File: src/rtl/core/eba_pkg.sv
// Shared types and constants for the eight-bit ALU with decimal-mode flags.
// No dependencies; every other file of the block refers to this package.
`default_nettype none

package eba_pkg;

  typedef enum logic [3:0] {
    MODE_ADC  = 4'd0,
    MODE_SBC  = 4'd1,
    MODE_AND  = 4'd2,
    MODE_ORA  = 4'd3,
    MODE_EOR  = 4'd4,
    MODE_ASL  = 4'd5,
    MODE_LSR  = 4'd6,
    MODE_ROL  = 4'd7,
    MODE_ROR  = 4'd8,
    MODE_INC  = 4'd9,
    MODE_DEC  = 4'd10,
    MODE_LOAD = 4'd11,
    MODE_CMP  = 4'd12,
    MODE_BIT  = 4'd13
  } mode_e;

  localparam logic       BCD_ENABLE_RESET = 1'b1;
  localparam logic [3:0] BCD_LO_LIMIT     = 4'h9;
  localparam logic [5:0] BCD_HI_LIMIT     = 6'h09;
  localparam logic [9:0] BCD_LO_ADJ       = 10'h006;
  localparam logic [9:0] BCD_HI_ADJ       = 10'h060;

  typedef struct packed {
    logic [3:0] mode;
    logic [7:0] reg_operand;
    logic [7:0] mem_operand;
    logic       carry_in;
    logic       overflow_in;
    logic       decimal_in;
  } in_word_t;

  typedef struct packed {
    logic [7:0] result_byte;
    logic       write_result;
    logic       carry_out;
    logic       overflow_out;
    logic       negative_out;
    logic       zero_out;
  } out_word_t;

  typedef struct packed {
    logic bcd_enable;
  } cfg_word_t;

endpackage

`default_nettype wire

File: src/rtl/core/eba_if.sv
// Valid/ready channel interfaces for the operation, result and configuration words.
// Depends on eba_pkg for the payload types.
`default_nettype none

interface eba_in_if;
  logic               valid;
  logic               ready;
  eba_pkg::in_word_t  data;
  modport source (output valid, output data, input ready);
  modport sink (input valid, input data, output ready);
endinterface

interface eba_out_if;
  logic               valid;
  logic               ready;
  eba_pkg::out_word_t data;
  modport source (output valid, output data, input ready);
  modport sink (input valid, input data, output ready);
endinterface

interface eba_cfg_if;
  logic               valid;
  logic               ready;
  eba_pkg::cfg_word_t data;
  modport source (output valid, output data, input ready);
  modport sink (input valid, input data, output ready);
endinterface

`default_nettype wire

File: src/rtl/core/eba_cfg.sv
// Configuration register holding the decimal-adjust enable.
// Depends on eba_pkg and the eba_cfg_if interface.
`default_nettype none

module eba_cfg (
  input  wire logic     clk_i,
  input  wire logic     rst_ni,
  eba_cfg_if.sink       cfg_i,
  output logic          bcd_enable_o
);

  logic bcd_enable_q;
  logic bcd_enable_d;

  assign cfg_i.ready  = 1'b1;
  assign bcd_enable_d = (cfg_i.valid && cfg_i.ready) ? cfg_i.data.bcd_enable : bcd_enable_q;

  always_ff @(posedge clk_i or negedge rst_ni) begin
    if (!rst_ni) begin
      bcd_enable_q <= eba_pkg::BCD_ENABLE_RESET;
    end else begin
      bcd_enable_q <= bcd_enable_d;
    end
  end

  assign bcd_enable_o = bcd_enable_q;

endmodule

`default_nettype wire

File: src/rtl/core/eba_alu.sv
// Combinational ALU datapath: add/subtract with decimal adjust, logic, shifts and flags.
// Depends on eba_pkg for the word types, mode codes and adjust constants.
`default_nettype none

module eba_alu (
  input  wire eba_pkg::in_word_t op_i,
  input  wire logic              bcd_enable_i,
  output eba_pkg::out_word_t     res_o
);

  logic [7:0] addend;
  logic [9:0] sum;
  logic [9:0] sum_lo;
  logic [9:0] sum_adj;
  logic [8:0] diff;
  logic       add_v;
  logic       dec_mode;
  logic [7:0] res;
  logic       wr;
  logic       c;
  logic       v;
  logic       n;
  logic       z;
  logic       nz_from_res;

  assign dec_mode = op_i.decimal_in & bcd_enable_i;
  assign addend   = (op_i.mode == eba_pkg::MODE_SBC) ? ~op_i.mem_operand : op_i.mem_operand;
  assign sum      = {2'b00, op_i.reg_operand} + {2'b00, addend} + {9'd0, op_i.carry_in};
  assign add_v    = ~(op_i.reg_operand[7] ^ addend[7]) & (op_i.reg_operand[7] ^ sum[7]);
  assign sum_lo   = (dec_mode && (sum[3:0] > eba_pkg::BCD_LO_LIMIT)) ?
                    sum + eba_pkg::BCD_LO_ADJ : sum;
  assign sum_adj  = (dec_mode && (sum_lo[9:4] > eba_pkg::BCD_HI_LIMIT)) ?
                    sum_lo + eba_pkg::BCD_HI_ADJ : sum_lo;
  assign diff     = {1'b0, op_i.reg_operand} - {1'b0, op_i.mem_operand};

  always_comb begin
    res         = op_i.reg_operand;
    wr          = 1'b1;
    c           = op_i.carry_in;
    v           = op_i.overflow_in;
    n           = 1'b0;
    z           = 1'b0;
    nz_from_res = 1'b1;
    unique case (eba_pkg::mode_e'(op_i.mode))
      eba_pkg::MODE_ADC, eba_pkg::MODE_SBC: begin
        res = sum_adj[7:0];
        c   = sum_adj[8];
        v   = add_v;
      end
      eba_pkg::MODE_AND: res = op_i.reg_operand & op_i.mem_operand;
      eba_pkg::MODE_ORA: res = op_i.reg_operand | op_i.mem_operand;
      eba_pkg::MODE_EOR: res = op_i.reg_operand ^ op_i.mem_operand;
      eba_pkg::MODE_ASL: begin
        res = {op_i.mem_operand[6:0], 1'b0};
        c   = op_i.mem_operand[7];
      end
      eba_pkg::MODE_LSR: begin
        res = {1'b0, op_i.mem_operand[7:1]};
        c   = op_i.mem_operand[0];
      end
      eba_pkg::MODE_ROL: begin
        res = {op_i.mem_operand[6:0], op_i.carry_in};
        c   = op_i.mem_operand[7];
      end
      eba_pkg::MODE_ROR: begin
        res = {op_i.carry_in, op_i.mem_operand[7:1]};
        c   = op_i.mem_operand[0];
      end
      eba_pkg::MODE_INC: res = op_i.mem_operand + 8'd1;
      eba_pkg::MODE_DEC: res = op_i.mem_operand - 8'd1;
      eba_pkg::MODE_LOAD: res = op_i.mem_operand;
      eba_pkg::MODE_CMP: begin
        wr          = 1'b0;
        c           = ~diff[8];
        nz_from_res = 1'b0;
        n           = diff[7];
        z           = (op_i.reg_operand == op_i.mem_operand);
      end
      eba_pkg::MODE_BIT: begin
        wr          = 1'b0;
        nz_from_res = 1'b0;
        n           = op_i.mem_operand[7];
        v           = op_i.mem_operand[6];
        z           = ((op_i.reg_operand & op_i.mem_operand) == 8'd0);
      end
      default: wr = 1'b0;
    endcase
    if (nz_from_res) begin
      n = res[7];
      z = (res == 8'd0);
    end
  end

  assign res_o.result_byte  = res;
  assign res_o.write_result = wr;
  assign res_o.carry_out    = c;
  assign res_o.overflow_out = v;
  assign res_o.negative_out = n;
  assign res_o.zero_out     = z;

endmodule

`default_nettype wire

File: src/rtl/core/eight_bit_alu_with_bcd_flags.sv
// Top level: input register, ALU datapath and result register with valid/ready flow control.
// Depends on eba_pkg, the eba_*_if interfaces, eba_cfg and eba_alu.
//
//   Channel  Direction  Word
//   in_i     sink       mode, reg_operand, mem_operand, carry_in, overflow_in, decimal_in
//   out_o    source     result_byte, write_result, carry/overflow/negative/zero flags
//   cfg_i    sink       bcd_enable
//
// A word passes through the input register and then the result register.
// With the result side taking every cycle, a new word is accepted on every clock.
// Each stage holds while the stage after it is full and stalled; ready propagates back.
// Reset empties both stages and sets bcd_enable; the configuration port is always ready.
`default_nettype none

module eight_bit_alu_with_bcd_flags (
  input  wire logic clk_i,
  input  wire logic rst_ni,
  eba_in_if.sink    in_i,
  eba_out_if.source out_o,
  eba_cfg_if.sink   cfg_i
);

  logic               bcd_enable;
  logic               s1_valid_q;
  logic               s1_valid_d;
  eba_pkg::in_word_t  s1_data_q;
  logic               s1_ready;
  logic               s2_valid_q;
  logic               s2_valid_d;
  eba_pkg::out_word_t s2_data_q;
  logic               s2_ready;
  eba_pkg::out_word_t alu_res;
  logic               in_fire;
  logic               s2_load;

  eba_cfg u_cfg (
    .clk_i        (clk_i),
    .rst_ni       (rst_ni),
    .cfg_i        (cfg_i),
    .bcd_enable_o (bcd_enable)
  );

  eba_alu u_alu (
    .op_i         (s1_data_q),
    .bcd_enable_i (bcd_enable),
    .res_o        (alu_res)
  );

  assign s2_ready   = !s2_valid_q || out_o.ready;
  assign s1_ready   = !s1_valid_q || s2_ready;
  assign in_i.ready = s1_ready;
  assign in_fire    = in_i.valid && s1_ready;
  assign s2_load    = s1_valid_q && s2_ready;
  assign s1_valid_d = in_fire ? 1'b1 : (s2_load ? 1'b0 : s1_valid_q);
  assign s2_valid_d = s2_load ? 1'b1 : (out_o.ready ? 1'b0 : s2_valid_q);

  always_ff @(posedge clk_i or negedge rst_ni) begin
    if (!rst_ni) begin
      s1_valid_q <= 1'b0;
      s2_valid_q <= 1'b0;
    end else begin
      s1_valid_q <= s1_valid_d;
      s2_valid_q <= s2_valid_d;
    end
  end

  always_ff @(posedge clk_i) begin
    if (in_fire) begin
      s1_data_q <= in_i.data;
    end
    if (s2_load) begin
      s2_data_q <= alu_res;
    end
  end

  assign out_o.valid = s2_valid_q;
  assign out_o.data  = s2_data_q;

  a_in_fills_s1: assert property (@(posedge clk_i) disable iff (!rst_ni)
    in_fire |=> s1_valid_q)
    else $error("accepted word did not reach the input register");

  a_s1_moves_on: assert property (@(posedge clk_i) disable iff (!rst_ni)
    s2_load |=> s2_valid_q)
    else $error("word in the input register was dropped");

  a_s2_gets_alu: assert property (@(posedge clk_i) disable iff (!rst_ni)
    s2_load |=> (s2_data_q == $past(alu_res)))
    else $error("result register does not hold the ALU result");

  a_s1_holds: assert property (@(posedge clk_i) disable iff (!rst_ni)
    (s1_valid_q && !s2_ready) |=> (s1_valid_q && $stable(s1_data_q)))
    else $error("input register changed while the result side was stalled");

endmodule

`default_nettype wire

File: src/flat_wrapper.sv
// flat-port wrapper written by rule: the top's interface ports become plain ports
module eight_bit_alu_with_bcd_flags_flat 
  (clk_i, rst_ni, in_i_valid, in_i_data, in_i_ready, out_o_valid, out_o_data, out_o_ready, cfg_i_valid, cfg_i_data, cfg_i_ready);
  eba_in_if in_i_i ();
  eba_out_if out_o_i ();
  eba_cfg_if cfg_i_i ();
  input  wire logic clk_i;
  input  wire logic rst_ni;
  input wire logic [$bits(in_i_i.valid)-1:0] in_i_valid;
  input wire logic [$bits(in_i_i.data)-1:0] in_i_data;
  output wire logic [$bits(in_i_i.ready)-1:0] in_i_ready;
  output wire logic [$bits(out_o_i.valid)-1:0] out_o_valid;
  output wire logic [$bits(out_o_i.data)-1:0] out_o_data;
  input wire logic [$bits(out_o_i.ready)-1:0] out_o_ready;
  input wire logic [$bits(cfg_i_i.valid)-1:0] cfg_i_valid;
  input wire logic [$bits(cfg_i_i.data)-1:0] cfg_i_data;
  output wire logic [$bits(cfg_i_i.ready)-1:0] cfg_i_ready;
  assign in_i_i.valid = in_i_valid;
  assign in_i_i.data = in_i_data;
  assign in_i_ready = in_i_i.ready;
  assign out_o_valid = out_o_i.valid;
  assign out_o_data = out_o_i.data;
  assign out_o_i.ready = out_o_ready;
  assign cfg_i_i.valid = cfg_i_valid;
  assign cfg_i_i.data = cfg_i_data;
  assign cfg_i_ready = cfg_i_i.ready;
  eight_bit_alu_with_bcd_flags u_core (.clk_i(clk_i), .rst_ni(rst_ni), .in_i(in_i_i), .out_o(out_o_i), .cfg_i(cfg_i_i));
endmodule
File: config.mk
export PLATFORM = sky130hd
export DESIGN_NAME = eight_bit_alu_with_bcd_flags_flat
export DESIGN_NICKNAME = d
export VERILOG_FILES = /design/src/rtl/core/eba_pkg.sv /design/src/rtl/core/eba_if.sv /design/src/rtl/core/eba_cfg.sv /design/src/rtl/core/eba_alu.sv /design/src/rtl/core/eight_bit_alu_with_bcd_flags.sv /design/src/flat_wrapper.sv
export SDC_FILE = /design/constraint.sdc
export NUM_CORES = 1
export LEC_CHECK = 0
export BUFFER_PORTS_ARGS = -buffer_cell sky130_fd_sc_hd__buf_2
export CAP_MARGIN = 5
export CORE_ASPECT_RATIO = 0.5
export CORE_MARGIN = 8
export CORE_UTILIZATION = 40
export CTS_CLUSTER_SIZE = 24
export DETAILED_ROUTE_END_ITERATION = 7
export GPL_TIMING_DRIVEN = 0
export HOLD_SLACK_MARGIN = 0.12
export MAX_ROUTING_LAYER = met4
export PLACE_DENSITY = 0.63
export SKIP_LAST_GASP = 1
export SLEW_MARGIN = 20
export SYNTH_ARGS = -nofsm -noshare
export SYNTH_HDL_FRONTEND = slang
export SYNTH_SLANG_ARGS = --single-unit
File: constraint.sdc
create_clock -name clk_i -period 13.4 [get_ports clk_i]
set_input_delay 0.67 -clock clk_i [delete_from_list [all_inputs] [get_ports clk_i]]
set_output_delay 0.67 -clock clk_i [all_outputs]
set_load 0.03 [all_outputs]
* Word-level counts from Yosys, hierarchy flattened
Cells that the tools add are included.
** Storage, ports and cells
- Register bits after elaboration :: 39
- Latch bits :: 0
- Bits in writable memories :: 0
- Memory bits (read-only) :: 0
- Input port bits :: 29
- Word-level logic and storage cells :: 81
- Memories :: 0
** Operators by class
- $add $sub $neg :: 7
- Multiply operators :: 0
- Divide/modulo/power cells :: 0
- Magnitude comparators :: 2
- Eq/ne operators :: 14
- Shift operators :: 0
- Mux-type cells :: 15
- Bitwise gates (word level) :: 10
- Reduce and logical (&&, ||, !) cells :: 18
** Operator list (count)
- one-hot mux 8 bit (11 select lines) :: 1
- == test 4 bit (second input constant) :: 6
- == test 4 x 3 -> 1 bit (second input constant) :: 4
- zero test 8 bit :: 2
- OR reduction 12 bit :: 1
- adder 10 x 3 -> 10 bit (second input constant) :: 1
- adder 9 x 1 -> 10 bit :: 1
- two-way mux 10 bit :: 1
- adder 8 x 8 -> 9 bit :: 1
- adder 9 x 7 -> 9 bit (second input constant) :: 1
- two-way mux 9 bit :: 1
- subtractor 8 x 8 -> 9 bit :: 1
- adder 8 x 1 -> 8 bit (second input constant) :: 1
- bitwise AND 8 bit :: 1
- == test 4 x 2 -> 1 bit (second input constant) :: 2
- == test 8 bit :: 1
- two-way mux 8 bit :: 1
- inverter 8 bit :: 1
- bitwise OR 8 bit :: 1
- OR reduction 2 bit :: 4
- subtractor 8 x 1 -> 8 bit (second input constant) :: 1
- bitwise XOR 8 bit :: 1
- two-way mux 1 bit :: 7
- greater-than comparator 6 x 4 -> 1 bit (second input constant) :: 1
- other kinds (12) :: 23

* Logic depth before layout (Yosys ltp)
Gate-level depths: netlist (run 1).
- Depth after elaboration :: 13
- Gate-level depth with buffers :: 19

* Hierarchy
Synthesis (run 1) repeated with hierarchy kept, for this count alone.
** Second synthesis, totals
- Cells, all modules :: 422
- Area, all modules :: 3812.4 um^2
** Modules (own cells, without submodules)
- eba_alu :: instances 1, cells each 374, area each 2575.0 um^2, sequential area each 0.0 um^2
- eight_bit_alu_with_bcd_flags :: instances 1, cells each 44, area each 1184.9 um^2, sequential area each 1131.1 um^2
- eba_cfg :: instances 1, cells each 4, area each 52.6 um^2, sequential area each 26.3 um^2

* Worst setup path after synthesis (run 1)
OpenSTA, ideal clock, no wires.
- Path kind :: reg2reg
- From :: register u_core.s1_data_q[19] (netlist bit)
- To :: register u_core.s2_data_q, in the netlist u_core.out_o.data[0], data pin
- Arrival :: 5287 ps
- Path slack :: 7933 ps
- Stages on the path, launching flop included :: 19
- Path buffers :: 5
- Period minus slack after synthesis :: 5467 ps
- Cells stage by stage :: edfxtp_1 -> clkbuf_1 -> clkbuf_1 -> clkbuf_1 -> clkbuf_1 -> and2_1 -> clkbuf_1 -> xnor2_1 -> fa_1 -> inv_1 -> fa_1 -> a21o_1 -> a2111o_1 -> or4b_1 -> a311oi_2 -> mux2_4 -> mux2i_1 -> o32a_1 -> o41ai_2
** RTL lines
- from (decl) :: line eight_bit_alu_with_bcd_flags.sv:26 : eba_pkg::in_word_t s1_data_q;
- from (signal assigned) :: line eight_bit_alu_with_bcd_flags.sv:69 : s1_data_q <= in_i.data;
- to (signal assigned) :: line eight_bit_alu_with_bcd_flags.sv:72 : s2_data_q <= alu_res;
- to (decl) :: line eight_bit_alu_with_bcd_flags.sv:30 : eba_pkg::out_word_t s2_data_q;

==> results.sh, run 1 <==
export IMPL_yosys_warnings=0
export IMPL_gp_congestion=0.933
export IMPL_skew_ns=0.00378
export IMPL_crit_chain="clkbuf_1 > clkbuf_1 > clkbuf_1 > clkbuf_1 > and2_1 > clkbuf_1 > xnor2_1 > fa_1 > inv_1 > fa_1 > a21o_1 > a2111o_1 > or4b_1 > a311oi_2 > mux2_4 > mux2i_1 > o32a_1 > o41ai_2"
export IMPL_vdd_drop_max_uv=47.0
export IMPL_gr_total_overflow=0
export IMPL_cp_data_required_time_ns=13.51
export IMPL_area_growth_pct=14.5
export IMPL_vias=3034
export IMPL_worst_slew_pin_slew_ns=0.760
export IMPL_slowest_stage="clkbuf_1"
export IMPL_num_io_pins=45
export IMPL_cts_buffers=5
export IMPL_p_clk_share_pct=27.8
export IMPL_dp_slack_ns=6.97
export IMPL_met2_usage_pct=22.9
export IMPL_top_usage_layer="met1"
export IMPL_cts_root_buf="clkbuf_16"
export IMPL_yosysUniqueCellTypes=68
export IMPL_power_per_cell_area_nw_per_um2=104
export IMPL_drt_total_wl_um=9970
export IMPL_syn_inst=378
export IMPL_cts_tree="done"
export IMPL_synthFlopType="edfxtp_1"
export IMPL_ant_nets=0
export IMPL_finalCritPeriodShare_pct=48.9
export IMPL_syn_area_per_cell_um2=9.24
export IMPL_maxSlewHeadroom_pct=49.0
export IMPL_leakagePower_nw=1.64
export IMPL_ctsLongestPathBuffers=2
export IMPL_maxCapViolations=0
export IMPL_drive_gt1_share_pct=16.1
export IMPL_synth_edf_count=36
export IMPL_multi_input_area_um2=2150
export IMPL_syn_nets=448
export IMPL_cts_reportedPaths_clkPinSlew_ns=0.06
export IMPL_drtPass1Iterations=5
export IMPL_crit_family="buffers and inverters"
export IMPL_gr_usage_met1_pct=25.5
export IMPL_path_class="reg -> reg"
export IMPL_dp_hpwl_um=7900
export IMPL_synth_most_common_cell="ha_1"
export IMPL_htreeDepth=2
export IMPL_grt_pass1_wl_um=15700
export IMPL_grt_pass1_vias=2813
export IMPL_final_nets=498
export IMPL_slew_violations=0
export IMPL_port_buffers=43
export IMPL_grt_usage_pct=17.5
export IMPL_worst_setup_path_end_kind="flop"
export IMPL_hp_class="in -> async"
export IMPL_cp_start_kind="flop"
export IMPL_postPlaceCellArea_um2=3860
export IMPL_drc=0
export IMPL_whs_ns=0.165
export IMPL_finalInstanceArea_um2=4000
export IMPL_fillCellCount=857
export IMPL_cp_num_buf_inv=6
export IMPL_layout_setup_ws_ns=6.85
export IMPL_num_rows=24
export IMPL_ys_top_cells_by_area="edfxtp_1 (31%), ha_1 (14%), xnor2_1 (5.0%)"
export IMPL_sequentialPowerShare_pct=37.1
export IMPL_viasPerCell=5.56
export IMPL_hold_viol_final=0
export IMPL_cts_hold_buf=0
export IMPL_post_route_min_period_ns=6.55
export IMPL_worstPathArrival_ns=6.66
export IMPL_post_cts_setup_buffer_count=0
export IMPL_cts_resized=0
export IMPL_design_die_area_um2=12200
export IMPL_syn_area_um2=3490
export IMPL_fin_setup_tns_ns=0
export IMPL_initial_core_util_pct=40.6
export IMPL_maxClockFrequency_mhz=153
export IMPL_async_flop_share_pct=7.69
export IMPL_internal_power_w=0.000268
export IMPL_synth_top_cell_area_share_pct=31.0
export IMPL_insertion_delay_ns=0.29
export IMPL_status="complete, no violations"
export IMPL_share_comb_of_total_power_pct=35.1
export IMPL_crit_path_max_fanout=10
export IMPL_synth_area_leader_cell="edfxtp_1"
export IMPL_drt_iter0_markers=314
export IMPL_ys_seq_area_share_pct=33.2
export IMPL_switching_share_pct=35.4
export IMPL_yosys_top_cells_count="ha_1 (38), edfxtp_1 (36), a21oi_1 (32)"
export IMPL_critical_path_max_stage_delay_ns=0.52
export IMPL_ys_seq_elements=39
export IMPL_register_area_um2=1160
export IMPL_grt_max_degree=24
export IMPL_clkSinkCount=39
export IMPL_wl_per_cell_um=18.3
export IMPL_antenna_found_initial=0
export IMPL_rsz0062_at_grt="false"
export IMPL_die_h_um=82.1
export IMPL_fp_coreArea_um2=8590
export IMPL_power_switching_w=0.000147
export IMPL_crit_top_cell="clkbuf_1"
export IMPL_finalSetupViolations=0
export IMPL_die_x_um=148
export IMPL_met3_usage_pct=4.23
export IMPL_diodes=0
sequential cells by signal, summed over array words and instances, names as in the netlist:
| register | cells |
|---|---|
| u_core.u_cfg.bcd_enable_o | 1 |
| u_core.s1_data_q | 23 |
| u_core.s1_valid_q | 1 |
| u_core.out_o.valid | 1 |
| u_core.out_o.data | 13 |
worst paths after layout:
kind,startpoint,end,slack [ns],cells after the start
min in group clk_i,u_core.s1_valid_q$_DFFE_PN0P_,u_core.out_o.valid$_DFFE_PN0P_,0.49,1
max in group asynchronous,rst_ni,u_core.u_cfg.bcd_enable_o$_DFFE_PN1P_,13.04,1
max reg2reg,u_core.s1_data_q[19]$_DFFE_PP_,u_core.out_o.data[0]$_DFFE_PP_,6.85,18
max,u_core.s1_data_q[19]$_DFFE_PP_,u_core.out_o.data[0]$_DFFE_PP_,6.85,18
min,rst_ni,u_core.out_o.valid$_DFFE_PN0P_,0.17,1
min reg2reg,u_core.s1_valid_q$_DFFE_PN0P_,u_core.out_o.valid$_DFFE_PN0P_,0.49,1
layer usage:
metal  part of all wire, %  wire, um
met1                    53      5240
met2                    36      3600
met3                   9.9       983
met4                   1.5       148
met5                     0         0
placed cells by master, fill, tap and decap left out, types with 3 or more instances in the layout:
| cell type | n |
|---|---|
| and2_1 | 5 |
| nand2_1 | 29 |
| xor2_1 | 7 |
| a21oi_1 | 32 |
| mux2i_1 | 6 |
| nand3b_1 | 3 |
| nand2b_1 | 3 |
| nor4_1 | 3 |
| o211ai_1 | 3 |
| edfxtp_1 | 36 |
| nor3_1 | 11 |
| fa_1 | 3 |
| ha_1 | 38 |
| a211oi_1 | 5 |
| a22oi_1 | 3 |
| o22ai_1 | 3 |
| o21ai_0 | 13 |
| clkbuf_16 | 5 |
| a21o_1 | 4 |
| buf_2 | 43 |
| clkbuf_1 | 13 |
| o21bai_1 | 3 |
| and3_1 | 4 |
| inv_1 | 25 |
| xnor2_1 | 20 |
| a31oi_1 | 6 |
| nand4_1 | 4 |
| nand3_1 | 11 |
| nor2_1 | 27 |
final cells by class:
class                           instances  area share [%]
Buffer                                 16            2.10
Clock buffer                            7            3.32
Clock inverter                          1           0.125
Inverter                               27            2.54
Multi-Input combinational cell        296            53.9
Sequential cell                        39            29.0
Tap cell                              117            3.66
Timing Repair Buffer                   43            5.39
cells by family after synthesis:
group	share of synthesized area, %
and+or+nand+nor	15.9
AOI/OAI and AO/OA	20.6
buffers and inverters	5.30
adders and majority gates	15.3
DFF	33.2
xor gates and xnor gates	6.77
muxes	2.80
other	0.107
through the flow:
step                util (%)  cells  total power, W
CTS                     46.5    546        0.000416
global route            46.5    546        0.000442
floorplan                  -    378        0.000260
finish                  46.5    546        0.000415
detailed placement      44.9    538        0.000299
global placement        44.9    538        0.000299
worst register-to-register path, delay by kind of cell (launching register included):
kind	cells	cell delay (ns)
AOI/OAI and AO/OA	5	1.73
xor gates and xnor gates	1	0.21
adders and majority gates	2	0.68
buffers and inverters	6	2.27
DFF	1	0.32
muxes	2	0.47
and+or+nand+nor	2	0.70
power groups by stage:
stage | Combinational (W) | Clock [W] | Sequential, W
CTS | 0.000144 | 0.000118 | 0.000154
detailed placement | 0.000143 | 0 | 0.000156
global placement | 0.000142 | 0 | 0.000156
finish | 0.000146 | 0.000115 | 0.000154
global route | 0.000162 | 0.000124 | 0.000155
floorplan | 0.0000971 | 0 | 0.000163
No activity file was read; power rests on OpenSTA's default activity.
==> run 2: changes to the inputs <==
clock period = 6.7 ns   (was 13.4 ns; I/O delays follow)
==> run 2 against run 1 <==
  * Critical path depth decreased by 1
  * Largest power group unchanged
  * Hold slack improved by 0.053 ns
  * Cell area increased by 0.16%
  * Die area unchanged
  * Global-route usage about the same
  * Non-clock buffer count unchanged
  * Utilization increased by 0.073 points
  * Clock-buffer cell count unchanged
  * Setup slack got worse by 6.6 ns
  * Sequential share of layout area about the same
  * Combinational power increased by 100%
==> results.sh, run 2 (synthesis gave the netlist of run 1 again) <==
export IMPL_drc=0
export IMPL_ant_nets=0
export IMPL_grt_pass1_wl_um=15700
export IMPL_crit_top_cell="clkbuf_1"
export IMPL_worstRegToRegCells=17
export IMPL_cp_num_buf_inv=5
export IMPL_slew_violations=0
export IMPL_wl_per_cell_um=18.3
export IMPL_ctsLongestPathBuffers=2
export IMPL_cts_reportedPaths_clkPinSlew_ns=0.06
export IMPL_slowest_stage="and2_1"
export IMPL_design_die_area_um2=12200
export IMPL_die_h_um=82.1
export IMPL_drive_gt1_share_pct=16.1
export IMPL_skew_ns=0.00322
export IMPL_insertion_delay_ns=0.29
export IMPL_crit_chain="clkbuf_1 > clkbuf_1 > clkbuf_1 > clkbuf_1 > and2_1 > xnor2_1 > fa_1 > inv_1 > fa_1 > a21o_1 > a2111o_1 > or4b_1 > a311oi_2 > mux2_4 > mux2i_1 > o32a_1 > o41ai_2"
export IMPL_fin_setup_tns_ns=0
export IMPL_port_buffers=43
export IMPL_largest_reg_flops=23
export IMPL_worst_setup_path_end_kind="flop"
export IMPL_htreeDepth=2
export IMPL_num_rows=24
export IMPL_maxSlewHeadroom_pct=47.3
export IMPL_vias=3017
export IMPL_register_area_um2=1160
export IMPL_crit_path_max_fanout=10
export IMPL_drt_iter0_markers=361
export IMPL_hold_depth=1
export IMPL_routed_top_layer="met4"
export IMPL_fillCellCount=855
export IMPL_fp_coreArea_um2=8590
export IMPL_path_class="reg -> reg"
export IMPL_crit_family="buffers and inverters"
export IMPL_finalCritPeriodShare_pct=95.6
export IMPL_grt_max_degree=24
export IMPL_worstPathArrival_ns=6.51
export IMPL_whs_ns=0.219
export IMPL_hp_class="in -> reg"
export IMPL_worst_slew_pin_slew_ns=0.785
export IMPL_clkSinkCount=39
export IMPL_final_util_pct=46.6
export IMPL_cp_data_required_time_ns=6.81
export IMPL_diodes=0
export IMPL_cts_root_buf="clkbuf_16"
export IMPL_viasPerCell=5.53
export IMPL_antenna_found_initial=0
export IMPL_hp_start="in_i_data[22]"
export IMPL_power_per_cell_area_nw_per_um2=208
export IMPL_regToRegStartpoint="u_core.s1_data_q[19]$_DFFE_PP_"
export IMPL_dp_hpwl_um=7900
export IMPL_dp_cells=538
export IMPL_vdd_drop_max_uv=94.5
export IMPL_largest_register="u_core.s1_data_q"
export IMPL_critical_path_max_stage_delay_ns=0.55
export IMPL_post_route_min_period_ns=6.41
export IMPL_grt_usage_pct=17.5
export IMPL_multi_input_area_um2=2150
export IMPL_num_io_pins=45
export IMPL_maxClockFrequency_mhz=156
export IMPL_final_common_cell="buf_2"
export IMPL_final_cell_mix="buf_2 (43), ha_1 (38), edfxtp_1 (36)"
export IMPL_cp_start_kind="flop"
export IMPL_finalSetupViolations=0
export IMPL_gr_total_overflow=0
export IMPL_leakagePower_nw=1.64
export IMPL_drt_total_wl_um=9980
export IMPL_cts_tree="done"
export IMPL_initial_core_util_pct=40.6
export IMPL_holdPathEnd="u_core.s1_data_q[22]$_DFFE_PP_"
export IMPL_rrSetupSlack_ns=0.29
export IMPL_gp_congestion=0.933
export IMPL_wl_met3_um=913
export IMPL_wl_met2_um=3640
export IMPL_status="complete, no violations"
export IMPL_cts_resized=0
export IMPL_grt_pass1_vias=2823
export IMPL_finalPower_w=0.000832
export IMPL_final_nets=498
export IMPL_area_growth_pct=14.7
export IMPL_wl_met1_um=5300
export IMPL_die_x_um=148
export IMPL_rsz0062_at_grt="false"
export IMPL_drtPass1Iterations=5
export IMPL_hold_viol_final=0
export IMPL_cts_buffers=5
export IMPL_layout_cells_non_filler=546
export IMPL_r2r_end="u_core.out_o.data[0]$_DFFE_PP_"
export IMPL_maxCapViolations=0
-- run 2: metal layers --
metal / vias to the layer above / track usage [%]
met5: - / -
met4: 0 / 4.74
met3: 12 / 4.23
met2: 117 / 23.0
met1: 1383 / 25.5
li1: 1505 / -
-- run 2: how the worst max path moves through the flow --
stage	slack, ns	to	cells past startpoint	from
2_1_floorplan	1.23	u_core.out_o.data[0]$_DFFE_PP_	18	u_core.s1_data_q[19]$_DFFE_PP_
3_3_place_gp	0.26	u_core.out_o.data[0]$_DFFE_PP_	18	u_core.s1_data_q[19]$_DFFE_PP_
3_5_place_dp	0.27	u_core.out_o.data[0]$_DFFE_PP_	18	u_core.s1_data_q[19]$_DFFE_PP_
4_1_cts	0.22	u_core.out_o.data[0]$_DFFE_PP_	18	u_core.s1_data_q[19]$_DFFE_PP_
5_1_grt	0.03	u_core.out_o.data[0]$_DFFE_PP_	17	u_core.s1_data_q[19]$_DFFE_PP_
6_report	0.29	u_core.out_o.data[0]$_DFFE_PP_	17	u_core.s1_data_q[19]$_DFFE_PP_
-- run 2: repair_timing --
item / CTS / global route
hold buffers: 1 / 0
endpoints found under the setup margin: 0 / 1
endpoints found under the hold margin: 3 / 0
setup buffers: 0 / 0
-- run 2: layout make-up --
class	instances	share of cell area [%]
flip-flops and latches	39	28.9
multi-input cells	296	53.8
clock inverters	1	0.125
plain buffers	15	2.00
repair buffers	44	5.63
well taps	117	3.66
clock buffers	7	3.31
inverters	27	2.53
-- run 2: through the flow --
step                area [um^2]  setup WS [ns]
floorplan                  3490           1.23
global placement           3850          0.257
detailed placement         3860          0.266
CTS                        4010          0.221
global route               4000         0.0336
finish                     4000          0.294
-- run 2: where the power goes --
group          internal [W]  total, W  switching (W)
registers          0.000292  0.000308      0.0000156
clock network      0.000138  0.000231      0.0000937
logic              0.000107  0.000293       0.000186
